**config.mk**
```make
export PLATFORM = sky130hd
export DESIGN_NAME = polyline_delta_bit_encoder_top
export DESIGN_NICKNAME = d
export VERILOG_FILES = /design/src/rtl/core/pdbe_pkg.sv /design/src/rtl/core/pdbe_alu.sv /design/src/rtl/core/pdbe_store.sv /design/src/rtl/core/polyline_delta_bit_encoder_top.sv
export SDC_FILE = /design/constraint.sdc
export NUM_CORES = 2
export LEC_CHECK = 0
export ABC_AREA = 1
export ABC_CLOCK_PERIOD_IN_PS = 6800
export BUFFER_PORTS_ARGS = -buffer_cell sky130_fd_sc_hd__buf_2
export CAP_MARGIN = 20
export CORE_MARGIN = 2
export CORE_UTILIZATION = 35
export DETAILED_ROUTE_END_ITERATION = 6
export PLACE_DENSITY = 0.51
export SYNTH_ARGS = -nofsm -noshare
export SYNTH_HDL_FRONTEND = slang
export SYNTH_SLANG_ARGS = --single-unit
```
**constraint.sdc**
```tcl
create_clock -name clk -period 6.8 [get_ports clk]
set_clock_uncertainty 0.1 [all_clocks]
set_input_delay 1.02 -clock clk [delete_from_list [all_inputs] [get_ports clk]]
set_output_delay 1.02 -clock clk [all_outputs]
set_load 0.01 [all_outputs]
```
**src/rtl/core/pdbe_pkg.sv**
```systemverilog
// ----------------------------------------------------------------------------
// pdbe_pkg
// Shared constants, codes and base-code helpers of the polyline delta encoder.
// ----------------------------------------------------------------------------
package pdbe_pkg;

    // default sizes
    localparam int MAX_POINTS_DEF = 64;
    localparam int COORD_BITS_DEF = 24;

    // fixed result widths
    localparam int CODE_W   = 24;
    localparam int CWIDTH_W = 5;
    localparam int WORD_W   = 32;

    // base code mapping
    localparam logic [4:0] BASE_SPLIT = 5'd10;
    localparam logic [4:0] BASE_KNEE  = 5'd9;
    localparam logic [4:0] BASE_MAX   = 5'd15;
    localparam logic [4:0] BASE_OFS   = 5'd2;
    localparam logic [4:0] HDR_WIDTH  = 5'd4;

    // configuration register indexes
    localparam logic [2:0] CFG_EXTRA_BITS   = 3'd0;
    localparam logic [2:0] CFG_COUNT_NUMBER = 3'd1;
    localparam logic [2:0] CFG_EXTENDED     = 3'd2;
    localparam logic [2:0] CFG_LAST_SEGMENT = 3'd3;
    localparam logic [2:0] CFG_CLOSED       = 3'd4;
    localparam logic [2:0] CFG_MIN_POINTS   = 3'd5;

    // result kinds
    localparam logic KIND_HEADER = 1'b0;
    localparam logic KIND_POINT  = 1'b1;

    // status codes
    localparam logic [1:0] ST_OK       = 2'd0;
    localparam logic [1:0] ST_BASE     = 2'd1;
    localparam logic [1:0] ST_FEW      = 2'd2;
    localparam logic [1:0] ST_OVERFLOW = 2'd3;

    // map a bit length to its 4-bit base code (may exceed 15)
    function automatic logic [4:0] to_base(input logic [5:0] bits);
        logic [5:0] b;
        b = (bits > 6'd2) ? (bits - 6'd2) : 6'd0;
        if (b > {1'b0, BASE_SPLIT})
        begin
            if (!b[0])
            begin
                b = b + 6'd1;
            end
            b = {1'b0, BASE_KNEE} + ((b - {1'b0, BASE_KNEE}) >> 1);
        end
        return b[4:0];
    endfunction

    // bit count written for a base code
    function automatic logic [4:0] from_base(input logic [4:0] b);
        logic [5:0] w;
        if (b < BASE_SPLIT)
        begin
            w = {1'b0, b} + {1'b0, BASE_OFS};
        end
        else
        begin
            w = {b, 1'b0} - 6'd7;
        end
        return w[4:0];
    endfunction

endpackage

```
**src/rtl/core/pdbe_alu.sv**
```systemverilog
// ----------------------------------------------------------------------------
// pdbe_alu
// Shared delta unit: subtracts two coordinates and folds the difference into
// a running minimum and maximum. Used for x, then y, of every point that adds a delta.
// ----------------------------------------------------------------------------
module pdbe_alu #(
    parameter int COORD_BITS = 24
) (
    input  logic signed [COORD_BITS-1:0] cur,
    input  logic signed [COORD_BITS-1:0] prev,
    input  logic signed [COORD_BITS:0]   min_in,
    input  logic signed [COORD_BITS:0]   max_in,
    output logic signed [COORD_BITS:0]   diff,
    output logic signed [COORD_BITS:0]   min_out,
    output logic signed [COORD_BITS:0]   max_out
);

    // difference at one bit of growth
    assign diff = {cur[COORD_BITS-1], cur} - {prev[COORD_BITS-1], prev};

    // fold into extremes
    assign min_out = (diff < min_in) ? diff : min_in;
    assign max_out = (diff > max_in) ? diff : max_in;

endmodule

```
**src/rtl/core/pdbe_store.sv**
```systemverilog
// ----------------------------------------------------------------------------
// pdbe_store
// Delta store: one write port, one registered read port.
// ----------------------------------------------------------------------------
module pdbe_store #(
    parameter int DEPTH  = 64,
    parameter int WORD_W = 51
) (
    input  logic                     clk,
    input  logic                     we,
    input  logic [$clog2(DEPTH)-1:0] waddr,
    input  logic [WORD_W-1:0]        wdata,
    input  logic                     re,
    input  logic [$clog2(DEPTH)-1:0] raddr,
    output logic [WORD_W-1:0]        rdata
);

    logic [WORD_W-1:0] mem [DEPTH];

    // write
    always_ff @(posedge clk)
    begin
        if (we)
        begin
            mem[waddr] <= wdata;
        end
    end

    // registered read
    always_ff @(posedge clk)
    begin
        if (re)
        begin
            rdata <= mem[raddr];
        end
    end

endmodule

```
**src/rtl/core/polyline_delta_bit_encoder_top.sv**
```systemverilog
// ----------------------------------------------------------------------------
// polyline_delta_bit_encoder_top
// Stores the deltas of one polyline and emits its header and point codes.
// ----------------------------------------------------------------------------
// A point is taken when start is high and busy is low. Each point keeps busy
// high through S_LOAD_X and S_LOAD_Y (S_LOAD_X only for the first, a dropped
// or an overflowing point), since one shared subtract and min/max unit works
// x and then y. On the point marked last the block measures both axes with a
// one-bit-per-cycle shifter, scans the stored deltas once to settle which
// are kept, then emits the header and, unless the header reports an error
// status or no delta is kept, one item per kept delta, one item per cycle at
// best, paced by the single read port of the delta store. Each result shows
// for exactly one cycle with strobe high; the receiver cannot stall it. busy
// stays high until the final result of the polyline is out.
// ----------------------------------------------------------------------------
module polyline_delta_bit_encoder_top
    import pdbe_pkg::*;
#(
    parameter int MAX_POINTS = MAX_POINTS_DEF,
    parameter int COORD_BITS = COORD_BITS_DEF
) (
    input  logic                          clk,
    input  logic                          rst_n,
    // point channel
    input  logic                          start,
    output logic                          busy,
    input  logic signed [COORD_BITS-1:0]  lat,
    input  logic signed [COORD_BITS-1:0]  lon,
    input  logic                          routing_node,
    input  logic                          number_node,
    input  logic                          last,
    // configuration channel
    input  logic                          cfg_valid,
    output logic                          cfg_ready,
    input  logic [2:0]                    cfg_index,
    input  logic [6:0]                    cfg_data,
    // result channel
    output logic                          strobe,
    output logic                          kind,
    output logic [CODE_W-1:0]             x_code,
    output logic [CWIDTH_W-1:0]           x_width,
    output logic [CODE_W-1:0]             y_code,
    output logic [CWIDTH_W-1:0]           y_width,
    output logic [3:0]                    flag_bits,
    output logic [2:0]                    flag_count,
    output logic                          end_of_run,
    output logic [1:0]                    status
);

    localparam int DW  = COORD_BITS + 1;
    localparam int AW  = $clog2(MAX_POINTS);
    localparam int PCW = $clog2(MAX_POINTS + 1);
    localparam int LW  = $clog2(DW + 1);
    localparam int MW  = 2 * DW + 1;
    localparam logic signed [DW-1:0] MIN_RESET = DW'((64'd1 << COORD_BITS) - 64'd1);
    localparam logic [PCW-1:0] PC_MAX = PCW'(MAX_POINTS);

    // sequencer states
    localparam logic [2:0] S_IDLE    = 3'd0;
    localparam logic [2:0] S_LOAD_X  = 3'd1;
    localparam logic [2:0] S_LOAD_Y  = 3'd2;
    localparam logic [2:0] S_MEASURE = 3'd3;
    localparam logic [2:0] S_COUNT   = 3'd4;
    localparam logic [2:0] S_SCAN    = 3'd5;
    localparam logic [2:0] S_HEADER  = 3'd6;
    localparam logic [2:0] S_EMIT    = 3'd7;

    logic [2:0] state_reg, state_next;

    // configuration
    logic       extra_reg, count_num_reg, ext_type_reg, last_seg_reg, closed_reg;
    logic [6:0] min_pts_reg;

    // latched point
    logic signed [COORD_BITS-1:0] pt_lat_reg, pt_lon_reg, pt_lat_next, pt_lon_next;
    logic pt_special_reg, pt_special_next, pt_last_reg, pt_last_next;

    // run state
    logic [PCW-1:0] pc_reg, pc_next;
    logic signed [COORD_BITS-1:0] prev_lat_reg, prev_lat_next, prev_lon_reg, prev_lon_next;
    logic signed [COORD_BITS-1:0] first_lat_reg, first_lat_next;
    logic signed [COORD_BITS-1:0] first_lon_reg, first_lon_next;
    logic signed [DW-1:0] min_x_reg, min_x_next, max_x_reg, max_x_next;
    logic signed [DW-1:0] min_y_reg, min_y_next, max_y_reg, max_y_next;
    logic signed [DW-1:0] dx_hold_reg, dx_hold_next;
    logic ovf_reg, ovf_next;

    // measurement
    logic [DW-1:0] mag_reg, mag_next;
    logic [LW-1:0] len_reg, len_next, xbl_reg, xbl_next, ybl_reg, ybl_next;
    logic          axis_reg, axis_next;

    // scan / emit
    logic [PCW-1:0] iss_reg, iss_next, enc_reg, enc_next;
    logic           pend_reg, pend_next;
    logic [AW-1:0]  pidx_reg, pidx_next, lk_reg, lk_next;
    logic           any_reg, any_next;

    // outputs
    logic                strobe_reg, strobe_next, kind_reg, kind_next;
    logic [CODE_W-1:0]   xc_reg, xc_next, yc_reg, yc_next;
    logic [CWIDTH_W-1:0] xw_reg, xw_next, yw_reg, yw_next;
    logic [3:0]          fb_reg, fb_next;
    logic [2:0]          fc_reg, fc_next;
    logic                eor_reg, eor_next;
    logic [1:0]          st_reg, st_next;

    // shared unit
    logic signed [COORD_BITS-1:0] alu_cur, alu_prev;
    logic signed [DW-1:0] alu_min_in, alu_max_in, alu_diff, alu_min_out, alu_max_out;

    // store
    logic          mem_we, mem_re;
    logic [AW-1:0] mem_waddr, mem_raddr;
    logic [MW-1:0] mem_wdata, mem_rdata;

    // pick the axis for the shared unit
    always_comb
    begin
        if (state_reg == S_LOAD_Y)
        begin
            alu_cur    = pt_lat_reg;
            alu_prev   = prev_lat_reg;
            alu_min_in = min_y_reg;
            alu_max_in = max_y_reg;
        end
        else
        begin
            alu_cur    = pt_lon_reg;
            alu_prev   = prev_lon_reg;
            alu_min_in = min_x_reg;
            alu_max_in = max_x_reg;
        end
    end

    pdbe_alu #(
        .COORD_BITS(COORD_BITS)
    ) u_alu (
        .cur    (alu_cur),
        .prev   (alu_prev),
        .min_in (alu_min_in),
        .max_in (alu_max_in),
        .diff   (alu_diff),
        .min_out(alu_min_out),
        .max_out(alu_max_out)
    );

    pdbe_store #(
        .DEPTH (MAX_POINTS),
        .WORD_W(MW)
    ) u_store (
        .clk  (clk),
        .we   (mem_we),
        .waddr(mem_waddr),
        .wdata(mem_wdata),
        .re   (mem_re),
        .raddr(mem_raddr),
        .rdata(mem_rdata)
    );

    // axis summaries
    logic          x_same, y_same, x_neg, y_neg;
    logic [4:0]    x_base, y_base, x_wd, y_wd;
    logic [DW-1:0] abs_min;
    logic          hdr_bad;
    logic [1:0]    hdr_st;
    logic [3:0]    hdr_fb;
    logic [2:0]    hdr_fc;
    logic [2:0]    fpos;
    logic [PCW-1:0] n_deltas;

    assign x_neg  = min_x_reg[DW-1];
    assign y_neg  = min_y_reg[DW-1];
    assign x_same = !(x_neg && (max_x_reg > 0));
    assign y_same = !(y_neg && (max_y_reg > 0));
    assign x_base = to_base(6'(xbl_reg));
    assign y_base = to_base(6'(ybl_reg));
    assign x_wd   = from_base(x_base) + {4'd0, !x_same};
    assign y_wd   = from_base(y_base) + {4'd0, !y_same};
    assign n_deltas = (pc_reg != '0) ? (pc_reg - PCW'(1)) : '0;

    // magnitude of a minimum (maximum is never negative)
    always_comb
    begin
        logic signed [DW-1:0] m;
        m = (state_reg == S_MEASURE) ? min_x_reg : min_y_reg;
        abs_min = m[DW-1] ? DW'(-m) : DW'(m);
    end

    // header flags and status
    always_comb
    begin
        hdr_fb = '0;
        fpos   = 3'd0;
        hdr_fb[fpos[1:0]] = x_same;
        fpos = fpos + 3'd1;
        if (x_same)
        begin
            hdr_fb[fpos[1:0]] = x_neg;
            fpos = fpos + 3'd1;
        end
        hdr_fb[fpos[1:0]] = y_same;
        fpos = fpos + 3'd1;
        if (y_same)
        begin
            hdr_fb[fpos[1:0]] = y_neg;
            fpos = fpos + 3'd1;
        end
        hdr_fc = fpos + {2'd0, ext_type_reg} + {2'd0, extra_reg};
        if (ovf_reg)
        begin
            hdr_st = ST_OVERFLOW;
        end
        else if ((x_base > BASE_MAX) || (y_base > BASE_MAX))
        begin
            hdr_st = ST_BASE;
        end
        else if ({1'b0, 7'(enc_reg)} < {1'b0, min_pts_reg})
        begin
            hdr_st = ST_FEW;
        end
        else
        begin
            hdr_st = ST_OK;
        end
        hdr_bad = (hdr_st != ST_OK) || !any_reg;
    end

    // evaluate the entry coming out of the store
    logic signed [DW-1:0] e_dx, e_dy;
    logic                 e_nm, e_nbit, e_keep, e_inner;
    logic [DW-1:0]        e_xv, e_yv;
    logic [WORD_W-1:0]    e_xe, e_ye;

    always_comb
    begin
        e_dx    = mem_rdata[DW-1:0];
        e_dy    = mem_rdata[2*DW-1:DW];
        e_nm    = mem_rdata[2*DW];
        e_inner = ({1'b0, pidx_reg} + (AW+1)'(2)) < (AW+1)'(pc_reg);
        e_nbit  = extra_reg && e_nm && (e_inner || !last_seg_reg);
        e_keep  = !((e_dx == 0) && (e_dy == 0) && extra_reg && !e_nbit &&
                    (({1'b0, pidx_reg} + (AW+1)'(2)) != (AW+1)'(pc_reg)));
        e_xv = (x_same && e_dx[DW-1]) ? DW'(-e_dx) : DW'(e_dx);
        e_yv = (y_same && e_dy[DW-1]) ? DW'(-e_dy) : DW'(e_dy);
        e_xe = {{(WORD_W-DW){e_xv[DW-1]}}, e_xv} & ~({WORD_W{1'b1}} << x_wd);
        e_ye = {{(WORD_W-DW){e_yv[DW-1]}}, e_yv} & ~({WORD_W{1'b1}} << y_wd);
    end

    // sequencer
    always_comb
    begin
        logic use_pt;
        state_next      = state_reg;
        pt_lat_next     = pt_lat_reg;
        pt_lon_next     = pt_lon_reg;
        pt_special_next = pt_special_reg;
        pt_last_next    = pt_last_reg;
        pc_next         = pc_reg;
        prev_lat_next   = prev_lat_reg;
        prev_lon_next   = prev_lon_reg;
        first_lat_next  = first_lat_reg;
        first_lon_next  = first_lon_reg;
        min_x_next      = min_x_reg;
        max_x_next      = max_x_reg;
        min_y_next      = min_y_reg;
        max_y_next      = max_y_reg;
        dx_hold_next    = dx_hold_reg;
        ovf_next        = ovf_reg;
        mag_next        = mag_reg;
        len_next        = len_reg;
        xbl_next        = xbl_reg;
        ybl_next        = ybl_reg;
        axis_next       = axis_reg;
        iss_next        = iss_reg;
        enc_next        = enc_reg;
        pend_next       = 1'b0;
        pidx_next       = pidx_reg;
        lk_next         = lk_reg;
        any_next        = any_reg;
        strobe_next     = 1'b0;
        kind_next       = kind_reg;
        xc_next         = xc_reg;
        yc_next         = yc_reg;
        xw_next         = xw_reg;
        yw_next         = yw_reg;
        fb_next         = fb_reg;
        fc_next         = fc_reg;
        eor_next        = eor_reg;
        st_next         = st_reg;
        mem_we          = 1'b0;
        mem_waddr       = AW'(pc_reg - PCW'(1));
        mem_wdata       = {pt_special_reg, alu_diff, dx_hold_reg};
        mem_re          = 1'b0;
        mem_raddr       = iss_reg[AW-1:0];
        use_pt          = !(pt_last_reg && closed_reg && (pc_reg != '0) &&
                            (pt_lat_reg == first_lat_reg) && (pt_lon_reg == first_lon_reg));

        case (state_reg)
            S_IDLE:
            begin
                // take a point
                if (start)
                begin
                    pt_lat_next     = lat;
                    pt_lon_next     = lon;
                    pt_special_next = routing_node || (count_num_reg && number_node);
                    pt_last_next    = last;
                    state_next      = S_LOAD_X;
                end
            end
            S_LOAD_X:
            begin
                // drop, overflow, first point, or x delta
                state_next = pt_last_reg ? S_MEASURE : S_IDLE;
                if (use_pt)
                begin
                    if (pc_reg >= PC_MAX)
                    begin
                        ovf_next = 1'b1;
                    end
                    else if (pc_reg == '0)
                    begin
                        first_lat_next = pt_lat_reg;
                        first_lon_next = pt_lon_reg;
                        prev_lat_next  = pt_lat_reg;
                        prev_lon_next  = pt_lon_reg;
                        pc_next        = PCW'(1);
                    end
                    else
                    begin
                        dx_hold_next = alu_diff;
                        min_x_next   = alu_min_out;
                        max_x_next   = alu_max_out;
                        state_next   = S_LOAD_Y;
                    end
                end
            end
            S_LOAD_Y:
            begin
                // y delta, store the pair with the node mark
                min_y_next    = alu_min_out;
                max_y_next    = alu_max_out;
                mem_we        = 1'b1;
                prev_lat_next = pt_lat_reg;
                prev_lon_next = pt_lon_reg;
                pc_next       = pc_reg + PCW'(1);
                state_next    = pt_last_reg ? S_MEASURE : S_IDLE;
            end
            S_MEASURE:
            begin
                // load x magnitude
                mag_next   = abs_min | max_x_reg;
                len_next   = '0;
                axis_next  = 1'b0;
                state_next = S_COUNT;
            end
            S_COUNT:
            begin
                // shift out one bit a cycle
                if (mag_reg != '0)
                begin
                    mag_next = mag_reg >> 1;
                    len_next = len_reg + LW'(1);
                end
                else if (!axis_reg)
                begin
                    xbl_next  = len_reg;
                    mag_next  = abs_min | max_y_reg;
                    len_next  = '0;
                    axis_next = 1'b1;
                end
                else
                begin
                    ybl_next   = len_reg;
                    iss_next   = '0;
                    enc_next   = PCW'(1);
                    any_next   = 1'b0;
                    lk_next    = '0;
                    state_next = S_SCAN;
                end
            end
            S_SCAN:
            begin
                // issue reads, count kept deltas
                if (iss_reg < n_deltas)
                begin
                    mem_re    = 1'b1;
                    pend_next = 1'b1;
                    pidx_next = iss_reg[AW-1:0];
                    iss_next  = iss_reg + PCW'(1);
                end
                if (pend_reg && e_keep)
                begin
                    enc_next = enc_reg + PCW'(1);
                    lk_next  = pidx_reg;
                    any_next = 1'b1;
                end
                if (!(iss_reg < n_deltas) && !pend_reg)
                begin
                    state_next = S_HEADER;
                end
            end
            S_HEADER:
            begin
                // give the header item
                strobe_next = 1'b1;
                kind_next   = KIND_HEADER;
                xc_next     = CODE_W'(x_base);
                yc_next     = CODE_W'(y_base);
                xw_next     = HDR_WIDTH;
                yw_next     = HDR_WIDTH;
                fb_next     = hdr_fb;
                fc_next     = hdr_fc;
                eor_next    = hdr_bad;
                st_next     = hdr_st;
                iss_next    = '0;
                state_next  = hdr_bad ? S_IDLE : S_EMIT;
            end
            S_EMIT:
            begin
                // read again, give each kept delta
                if (iss_reg < n_deltas)
                begin
                    mem_re    = 1'b1;
                    pend_next = 1'b1;
                    pidx_next = iss_reg[AW-1:0];
                    iss_next  = iss_reg + PCW'(1);
                end
                if (pend_reg && e_keep)
                begin
                    strobe_next = 1'b1;
                    kind_next   = KIND_POINT;
                    xc_next     = e_xe[CODE_W-1:0];
                    yc_next     = e_ye[CODE_W-1:0];
                    xw_next     = x_wd;
                    yw_next     = y_wd;
                    fb_next     = {3'd0, e_nbit};
                    fc_next     = {2'd0, extra_reg};
                    eor_next    = (pidx_reg == lk_reg);
                    st_next     = ST_OK;
                end
                if (!(iss_reg < n_deltas) && !pend_reg)
                begin
                    state_next = S_IDLE;
                end
            end
            default:
            begin
                state_next = S_IDLE;
            end
        endcase

        // clear the run once its last item is out
        if (((state_reg == S_HEADER) && hdr_bad) ||
            ((state_reg == S_EMIT) && !(iss_reg < n_deltas) && !pend_reg))
        begin
            pc_next        = '0;
            prev_lat_next  = '0;
            prev_lon_next  = '0;
            first_lat_next = '0;
            first_lon_next = '0;
            min_x_next     = MIN_RESET;
            min_y_next     = MIN_RESET;
            max_x_next     = '0;
            max_y_next     = '0;
            ovf_next       = 1'b0;
        end
    end

    // control and run registers
    always_ff @(posedge clk or negedge rst_n)
    begin
        if (!rst_n)
        begin
            state_reg     <= S_IDLE;
            pc_reg        <= '0;
            prev_lat_reg  <= '0;
            prev_lon_reg  <= '0;
            first_lat_reg <= '0;
            first_lon_reg <= '0;
            min_x_reg     <= MIN_RESET;
            min_y_reg     <= MIN_RESET;
            max_x_reg     <= '0;
            max_y_reg     <= '0;
            ovf_reg       <= 1'b0;
            pend_reg      <= 1'b0;
            strobe_reg    <= 1'b0;
            axis_reg      <= 1'b0;
            any_reg       <= 1'b0;
        end
        else
        begin
            state_reg     <= state_next;
            pc_reg        <= pc_next;
            prev_lat_reg  <= prev_lat_next;
            prev_lon_reg  <= prev_lon_next;
            first_lat_reg <= first_lat_next;
            first_lon_reg <= first_lon_next;
            min_x_reg     <= min_x_next;
            min_y_reg     <= min_y_next;
            max_x_reg     <= max_x_next;
            max_y_reg     <= max_y_next;
            ovf_reg       <= ovf_next;
            pend_reg      <= pend_next;
            strobe_reg    <= strobe_next;
            axis_reg      <= axis_next;
            any_reg       <= any_next;
        end
    end

    // payload registers
    always_ff @(posedge clk)
    begin
        pt_lat_reg     <= pt_lat_next;
        pt_lon_reg     <= pt_lon_next;
        pt_special_reg <= pt_special_next;
        pt_last_reg    <= pt_last_next;
        dx_hold_reg    <= dx_hold_next;
        mag_reg        <= mag_next;
        len_reg        <= len_next;
        xbl_reg        <= xbl_next;
        ybl_reg        <= ybl_next;
        iss_reg        <= iss_next;
        enc_reg        <= enc_next;
        pidx_reg       <= pidx_next;
        lk_reg         <= lk_next;
        kind_reg       <= kind_next;
        xc_reg         <= xc_next;
        yc_reg         <= yc_next;
        xw_reg         <= xw_next;
        yw_reg         <= yw_next;
        fb_reg         <= fb_next;
        fc_reg         <= fc_next;
        eor_reg        <= eor_next;
        st_reg         <= st_next;
    end

    // configuration registers
    always_ff @(posedge clk or negedge rst_n)
    begin
        if (!rst_n)
        begin
            extra_reg     <= 1'b0;
            count_num_reg <= 1'b0;
            ext_type_reg  <= 1'b0;
            last_seg_reg  <= 1'b1;
            closed_reg    <= 1'b0;
            min_pts_reg   <= '0;
        end
        else if (cfg_valid && cfg_ready)
        begin
            case (cfg_index)
                CFG_EXTRA_BITS:   extra_reg     <= cfg_data[0];
                CFG_COUNT_NUMBER: count_num_reg <= cfg_data[0];
                CFG_EXTENDED:     ext_type_reg  <= cfg_data[0];
                CFG_LAST_SEGMENT: last_seg_reg  <= cfg_data[0];
                CFG_CLOSED:       closed_reg    <= cfg_data[0];
                CFG_MIN_POINTS:   min_pts_reg   <= cfg_data;
                default:          ;
            endcase
        end
    end

    assign busy       = (state_reg != S_IDLE);
    assign cfg_ready  = 1'b1;
    assign strobe     = strobe_reg;
    assign kind       = kind_reg;
    assign x_code     = xc_reg;
    assign x_width    = xw_reg;
    assign y_code     = yc_reg;
    assign y_width    = yw_reg;
    assign flag_bits  = fb_reg;
    assign flag_count = fc_reg;
    assign end_of_run = eor_reg;
    assign status     = st_reg;

    // checks
    a_no_pend_idle: assert property (@(posedge clk) disable iff (!rst_n)
        !busy |-> !pend_reg)
        else $error("read pending while idle");

    a_eor_gap: assert property (@(posedge clk) disable iff (!rst_n)
        strobe && end_of_run |=> !strobe)
        else $error("item right after end of run");

    a_pc_bound: assert property (@(posedge clk) disable iff (!rst_n)
        pc_reg <= PC_MAX)
        else $error("point count beyond store");

    a_err_ends: assert property (@(posedge clk) disable iff (!rst_n)
        strobe && (status != ST_OK) |-> end_of_run && (kind == KIND_HEADER))
        else $error("error status not on a final header");

endmodule
```
# Word-level counts from Yosys, hierarchy flattened
# Memory sizes are Yosys's and may differ from the RTL's. A register that Yosys moved wholly into a read port is not among the register bits.
# Cells that the tools add are included.
[word_totals]
ff_bits = 433
ram_bits = 3264
wordCells = 341
memories = 1
[classes]
addsub = 28
magnitude_cmp = 20
n_eq_ne = 31
shift = 2
mux = 130
bitwise_logic = 11
reduce_logical = 75
[mem_list]
columns = ["memory", "depth", "word_bits", "read_ports", "rd_ports_with_merged_regs", "write_ports", "line", "source"]
rows = [
  ["u_store.mem", 64, 51, 1, 1, 1, "pdbe_store.sv:18", "logic [WORD_W-1:0] mem [DEPTH];"],
]
[op_table]
columns = ["operator", "n"]
rows = [
  ["$mux 25", 22],
  ["$mux 24", 18],
  ["$pmux 24 s2", 4],
  ["$mux 7", 11],
  ["$logic_not 32->1", 2],
  ["$shl 32x5->24 const A", 2],
  ["$mux 6", 9],
  ["$gt 25x1->1 const B", 2],
  ["$or 25x25->25", 2],
  ["$pmux 25 s2", 1],
  ["$and 24x24->24", 2],
  ["$eq 24x24->1", 2],
  ["$neg 24->24", 2],
  ["$not 24->24", 2],
  ["$mux 5", 8],
  ["$pmux 5 s2", 3],
  ["$pmux 7 s2", 2],
  ["$gt 25x25->1", 1],
  ["$lt 25x25->1", 1],
  ["$neg 25->25", 1],
  ["$reduce_bool 25->1", 1],
  ["$sub 24x24->25", 1],
  ["$mux 3", 8],
  ["$pmux 3 s8", 1],
  ["54 further kinds", 189],
]

# Depth between registers and ports, before layout
[logic_depth]
word_depth = 18
mapped_depth = 36
ltp_nobuf = 31

# Hierarchy
# Synthesis repeated with hierarchy kept, for this count alone.
[hier_totals]
cells_unflattened = 14390
hier_area_um2 = 160106.1
[by_module_without_submodules]
columns = ["module", "instances", "cells_each", "area_each_um2", "seq_area_each_um2"]
rows = [
  ["pdbe_store", 1, 10761, 132632.2, 99545.5],
  ["polyline_delta_bit_encoder_top", 1, 2820, 23431.2, 11947.7],
  ["pdbe_alu", 1, 809, 4042.6, 0.0],
]

# Worst setup path after synthesis
# OpenSTA, ideal clock, no wires.
[synth_path]
path_type = "register to register"
startpoint = "reg state_reg[2]"
endpoint = "reg min_x_reg[2]"
setup_time_ns = 0.060
arrival_ns = 7.409
required_ns = 6.640
setup_slack_ns = -0.769
path_stages_with_launch = 29
cell_sequence = "dfrtp_1 -> clkbuf_1 -> inv_1 -> nand2_1 -> clkbuf_1 -> clkbuf_1 -> buf_1 -> clkbuf_1 -> o21ai_0 -> ha_1 -> fa_1 -> o21ai_0 -> nand2_1 -> nand2_1 -> a21oi_1 -> xnor2_1 -> ha_1 -> a21oi_1 -> nor2_1 -> a211oi_1 -> o21ai_0 -> a21oi_1 -> nand3_1 -> nand2_1 -> clkbuf_1 -> nand2_1 -> nand4_1 -> nand2_1 -> nand2_1"
[synth_between]
elab_chain_len = 10
elab_cells_between_ends = 24
[synth_lines]
columns = ["element", "line", "source"]
rows = [
  ["start, declared", "polyline_delta_bit_encoder_top.sv:68", "logic [2:0] state_reg, state_next;"],
  ["start signal, assigned", "polyline_delta_bit_encoder_top.sv:494", "state_reg <= state_next;"],
  ["$eq 3x2->1 (*)", "polyline_delta_bit_encoder_top.sv:120", "if (state_reg == S_LOAD_Y)"],
  ["$mux 24", "polyline_delta_bit_encoder_top.sv:120", ""],
  ["$sub 24x24->25 (*)", "pdbe_alu.sv:19", "assign diff = {cur[COORD_BITS-1], cur} - {prev[COORD_BITS-1], prev};"],
  ["named net alu_diff[10]", "polyline_delta_bit_encoder_top.sv:110", "logic signed [DW-1:0] alu_min_in, alu_max_in, alu_diff, alu_min_out, alu_max_out;"],
  ["$lt 25x25->1 (*)", "pdbe_alu.sv:22", "assign min_out = (diff < min_in) ? diff : min_in;"],
  ["$mux 25 (*)", "pdbe_alu.sv:22", ""],
  ["$mux 25 (*)", "polyline_delta_bit_encoder_top.sv:322", "else if (pc_reg == '0)"],
  ["$mux 25 (*)", "polyline_delta_bit_encoder_top.sv:318", "if (pc_reg >= PC_MAX)"],
  ["$mux 25 (*)", "polyline_delta_bit_encoder_top.sv:316", "if (use_pt)"],
  ["$mux 25 (*)", "polyline_delta_bit_encoder_top.sv:299", "case (state_reg)"],
  ["$mux 25 (*)", "polyline_delta_bit_encoder_top.sv:455", "if (((state_reg == S_HEADER) && hdr_bad) ||"],
  ["end signal, assigned", "polyline_delta_bit_encoder_top.sv:500", "min_x_reg <= min_x_next;"],
  ["end, declared", "polyline_delta_bit_encoder_top.sv:83", "logic signed [DW-1:0] min_x_reg, min_x_next, max_x_reg, max_x_next;"],
]
# The timed path passes the listed nets; every way through them passes the cells marked *. The select of a mux whose other input is x is not followed.
# A chain may end at the register's enable or synchronous reset.

# Final worst setup path
[layout_path]
startpoint = "reg state_reg[1]"
endpoint = "reg max_y_reg[12]"
[layout_between]
elab_chain_len = 7
elab_cells_between_ends = 16
[layout_lines]
columns = ["element", "line", "source"]
rows = [
  ["$eq 3x2->1 (*)", "polyline_delta_bit_encoder_top.sv:120", ""],
  ["$mux 24", "polyline_delta_bit_encoder_top.sv:120", ""],
  ["$sub 24x24->25 (*)", "pdbe_alu.sv:19", ""],
  ["named net alu_diff[16]", "polyline_delta_bit_encoder_top.sv:110", ""],
  ["$gt 25x25->1 (*)", "pdbe_alu.sv:23", "assign max_out = (diff > max_in) ? diff : max_in;"],
  ["$mux 25 (*)", "pdbe_alu.sv:23", ""],
  ["$mux 25 (*)", "polyline_delta_bit_encoder_top.sv:299", ""],
  ["$mux 25 (*)", "polyline_delta_bit_encoder_top.sv:455", ""],
  ["end signal, assigned", "polyline_delta_bit_encoder_top.sv:503", "max_y_reg <= max_y_next;"],
  ["end, declared", "polyline_delta_bit_encoder_top.sv:84", "logic signed [DW-1:0] min_y_reg, min_y_next, max_y_reg, max_y_next;"],
]
# Marks and branches as above.

==> key figures <==
Outcome
  • Status: finished, violations left
  • Failing checks: negative hold slack

Worst setup path
  • FF-to-FF setup slack: 0.71 ns
  • Worst r2r src: state_reg[1]
  • CP Class: reg -> reg
  • WP data arrival: 6.84 ns
  • Max incr delay on CP: 0.56 ns
  • FF-to-FF End: max_y_reg[12]
  • Worst r2r path cells: 30
  • Type of origin of the critical path: flip-flop
  • CP Max Fanout: 37
  • Slowest CP cell: fa_1
  • Most common cell on crit path: nand2_1
  • CP endpoint kind: flip-flop
  • Worst Path Required: 7.55 ns

Power and ir drop
  • Leakage: 0.0600 uW
  • Pwr/cell area: 510 nW/um^2
  • Pwr Total: 90400 uW
  • Worst vdd ir: 1.65 mV

Synth
  • Post-synth ARST share: 5.95%
  • Mapped Area: 155000 sq um
  • Cell variety after synth: 59
  • Synth warn: 0
  • Avg Cell Area, Syn: 12.7 sq um
  • Synth Instances: 12300
  • Most used DFF post-synth: edfxtp_1
  • Seq cells post-synth: 3748
  • Seq/Total Area, Yosys: 71.8%
  • Synthesized net count: 12500
  • EDFF count, synth: 3525

Floorplan
  • Row count: 244
  • Die Footprint: 449000 sq um
  • Starting density of the core: 35.2%
  • Die Span Y: 670 um
  • Area of the core: 442000 sq um
  • # IOs: 137
  • Die W: 670 um

Route
  • Post-Route M1 WL: 222000 um
  • WL met3: 34900 um
  • Via count: 103000
  • Drt via density: 5.55
  • Detailed Route WL: 514000 um
  • 1st-iter DRT viols: 12600
  • Residual DRC: 0
  • Max layer used: met4
  • Wirelength per Cell: 27.6 um
  • DR WL met2: 238000 um
  • DR pass1 iterations: 6
  • Antenna Violating Nets Remaining: 0

GRT
  • Global-route wire length before repair: 730000 um
  • Gr usage total: 22.1%
  • Vias in the first global route: 97300
  • Initial antenna violation count: 31
  • Largest net degree at the start of global routing: 193
  • Total grt overflow: 0

Placement
  • Post-DP Area: 164000 sq um
  • Final Wtd Congestion: 0.868
  • IO buf count: 135
  • Post-DP HPWL: 290000 um

Layout
  • Register area: 111000 sq um
  • Multi-input gate area: 40000 sq um
  • Largest regs: u_store.mem (3264), u_store.rdata (51)
  • Largest register by flop count: u_store.mem
  • Most common cell after layout, fill and taps aside: edfxtp_1
  • Design area: 177000 sq um
  • Area grow syn2layout: 14.1%
  • # fillers: 41600
  • Share of layout cells above drive strength 1: 9.44%
  • Most frequent cells in the layout: 3525 x edfxtp_1, 2060 x nor2_1, 1341 x nand2_1
  • Layout Nets: 12500
  • Max FFs per register: 3264
  • Post-layout util: 40.1%

Timing
  • Slew Viols, Final: 0
  • Final hold vios: 3
  • Period utilization: 89.6%
  • Hold Slack: -0.0122 ns
  • Final-report setup violation count: 0
  • Final Critical Period: 6.09 ns
  • Setup_tns: 0 ns
  • Max Fclk: 0.164 GHz
  • Max transition margin: 21.1%
  • Worst-Margin Slew: 1.17 ns
  • RSZ-0062 raised after global routing: no

Hold path
  • HP Class: in -> async

Clocking
  • TritonCTS Buffers: 403
  • # clock sinks: 3748
  • Hold_buf cts: 0
  • Post-cts sizing count: 0
  • Root Buffer: clkbuf_16
  • Clk Latency, worst-skew pair: 1.00 ns
  • CTS H-tree depth: 5
  • CTS tree: yes
  • Post-CTS Setup Inserts: 0
  • Clk pin slew, worst setup/hold paths: 0.06 ns
  • Clock Path Buffers: 4

Flow run
  • # Max-Cap Violations: 0
synth_stat cells (all sizes together) (48+ instances only):
| cell type | n | area [sq um] |
|---|---|---|
| buf | 145 | 651 |
| ha | 125 | 1560 |
| nor3 | 48 | 245 |
| dfrtp | 174 | 4350 |
| o221ai | 327 | 2860 |
| nand4 | 168 | 1060 |
| edfxtp | 3525 | 106000 |
| nor2 | 2136 | 8040 |
| o32ai | 490 | 4290 |
| clkbuf | 644 | 2420 |
| nand3 | 631 | 3190 |
| o21ai | 1079 | 5410 |
| dfstp | 49 | 1290 |
| nand2 | 1361 | 5160 |
| o211ai | 84 | 631 |
| inv | 434 | 1630 |
| mux2i | 349 | 3490 |
| xor2 | 65 | 569 |
| a21oi | 247 | 1250 |
routing by layer:
metal  up-vias  GRT usage, %
met2      3828          35.2
met1     53000          31.3
met5         -             0
met4         0          7.83
met3       778          2.74
li1      45600             -
critical path, delay by kind of cell, from the launching register on:
family | cells | cell delay [ns]
DFF | 1 | 0.44
adders and majority gates | 3 | 1.14
AOI/OAI and AO/OA | 6 | 1.10
and+or+nand+nor | 18 | 2.45
buffers and inverters | 3 | 0.75
where the power goes:
part           total (uW)  internal [uW]  switching [uW]
registers           36000          35300             774
logic               32900           7510           25400
clock network       21400          12200            9230
worst max path at each step:
| stage | startpoint | endpoint | slack, ns | cells after the start |
|---|---|---|---|---|
| after detailed placement | state_reg[1] | max_x_reg[5] | 0.70 | 31 |
| after global routing | state_reg[1] | max_x_reg[12] | 0.009 | 30 |
| after floorplan | state_reg[2] | max_x_reg[23] | 0.02 | 26 |
| final | state_reg[1] | max_y_reg[12] | 0.71 | 30 |
| after CTS | state_reg[1] | max_x_reg[5] | 0.66 | 31 |
| after global placement | state_reg[1] | max_x_reg[5] | 0.68 | 31 |
stage by stage:
stage | std cells | worst slack [ns]
finish | 18600 | 0.708
global route | 18600 | 0.00937
CTS | 18500 | 0.659
detailed placement | 17800 | 0.696
global placement | 17800 | 0.683
floorplan | 12300 | 0.0234
cells by family after synthesis:
group | share of synthesized area, %
AO/OA/AOI/OAI | 9.70
XOR/XNOR | 0.569
buffers and inverters | 3.03
adder cells (fa/ha/maj) | 1.03
multiplexers | 2.25
AND/OR/NAND/NOR | 11.7
flip-flops | 71.8
other | 0.00241
layout make-up:
class / instances / share of cell area (%)
timing repair buffer: 432 / 2.21
inverter: 437 / 0.946
antenna: 50 / 0.0706
multi-input combinational: 7296 / 22.6
tap: 5904 / 4.17
clock buffer: 509 / 6.02
sequential: 3748 / 62.9
clock inverter: 222 / 1.10
(Power assumes the default switching activity.)
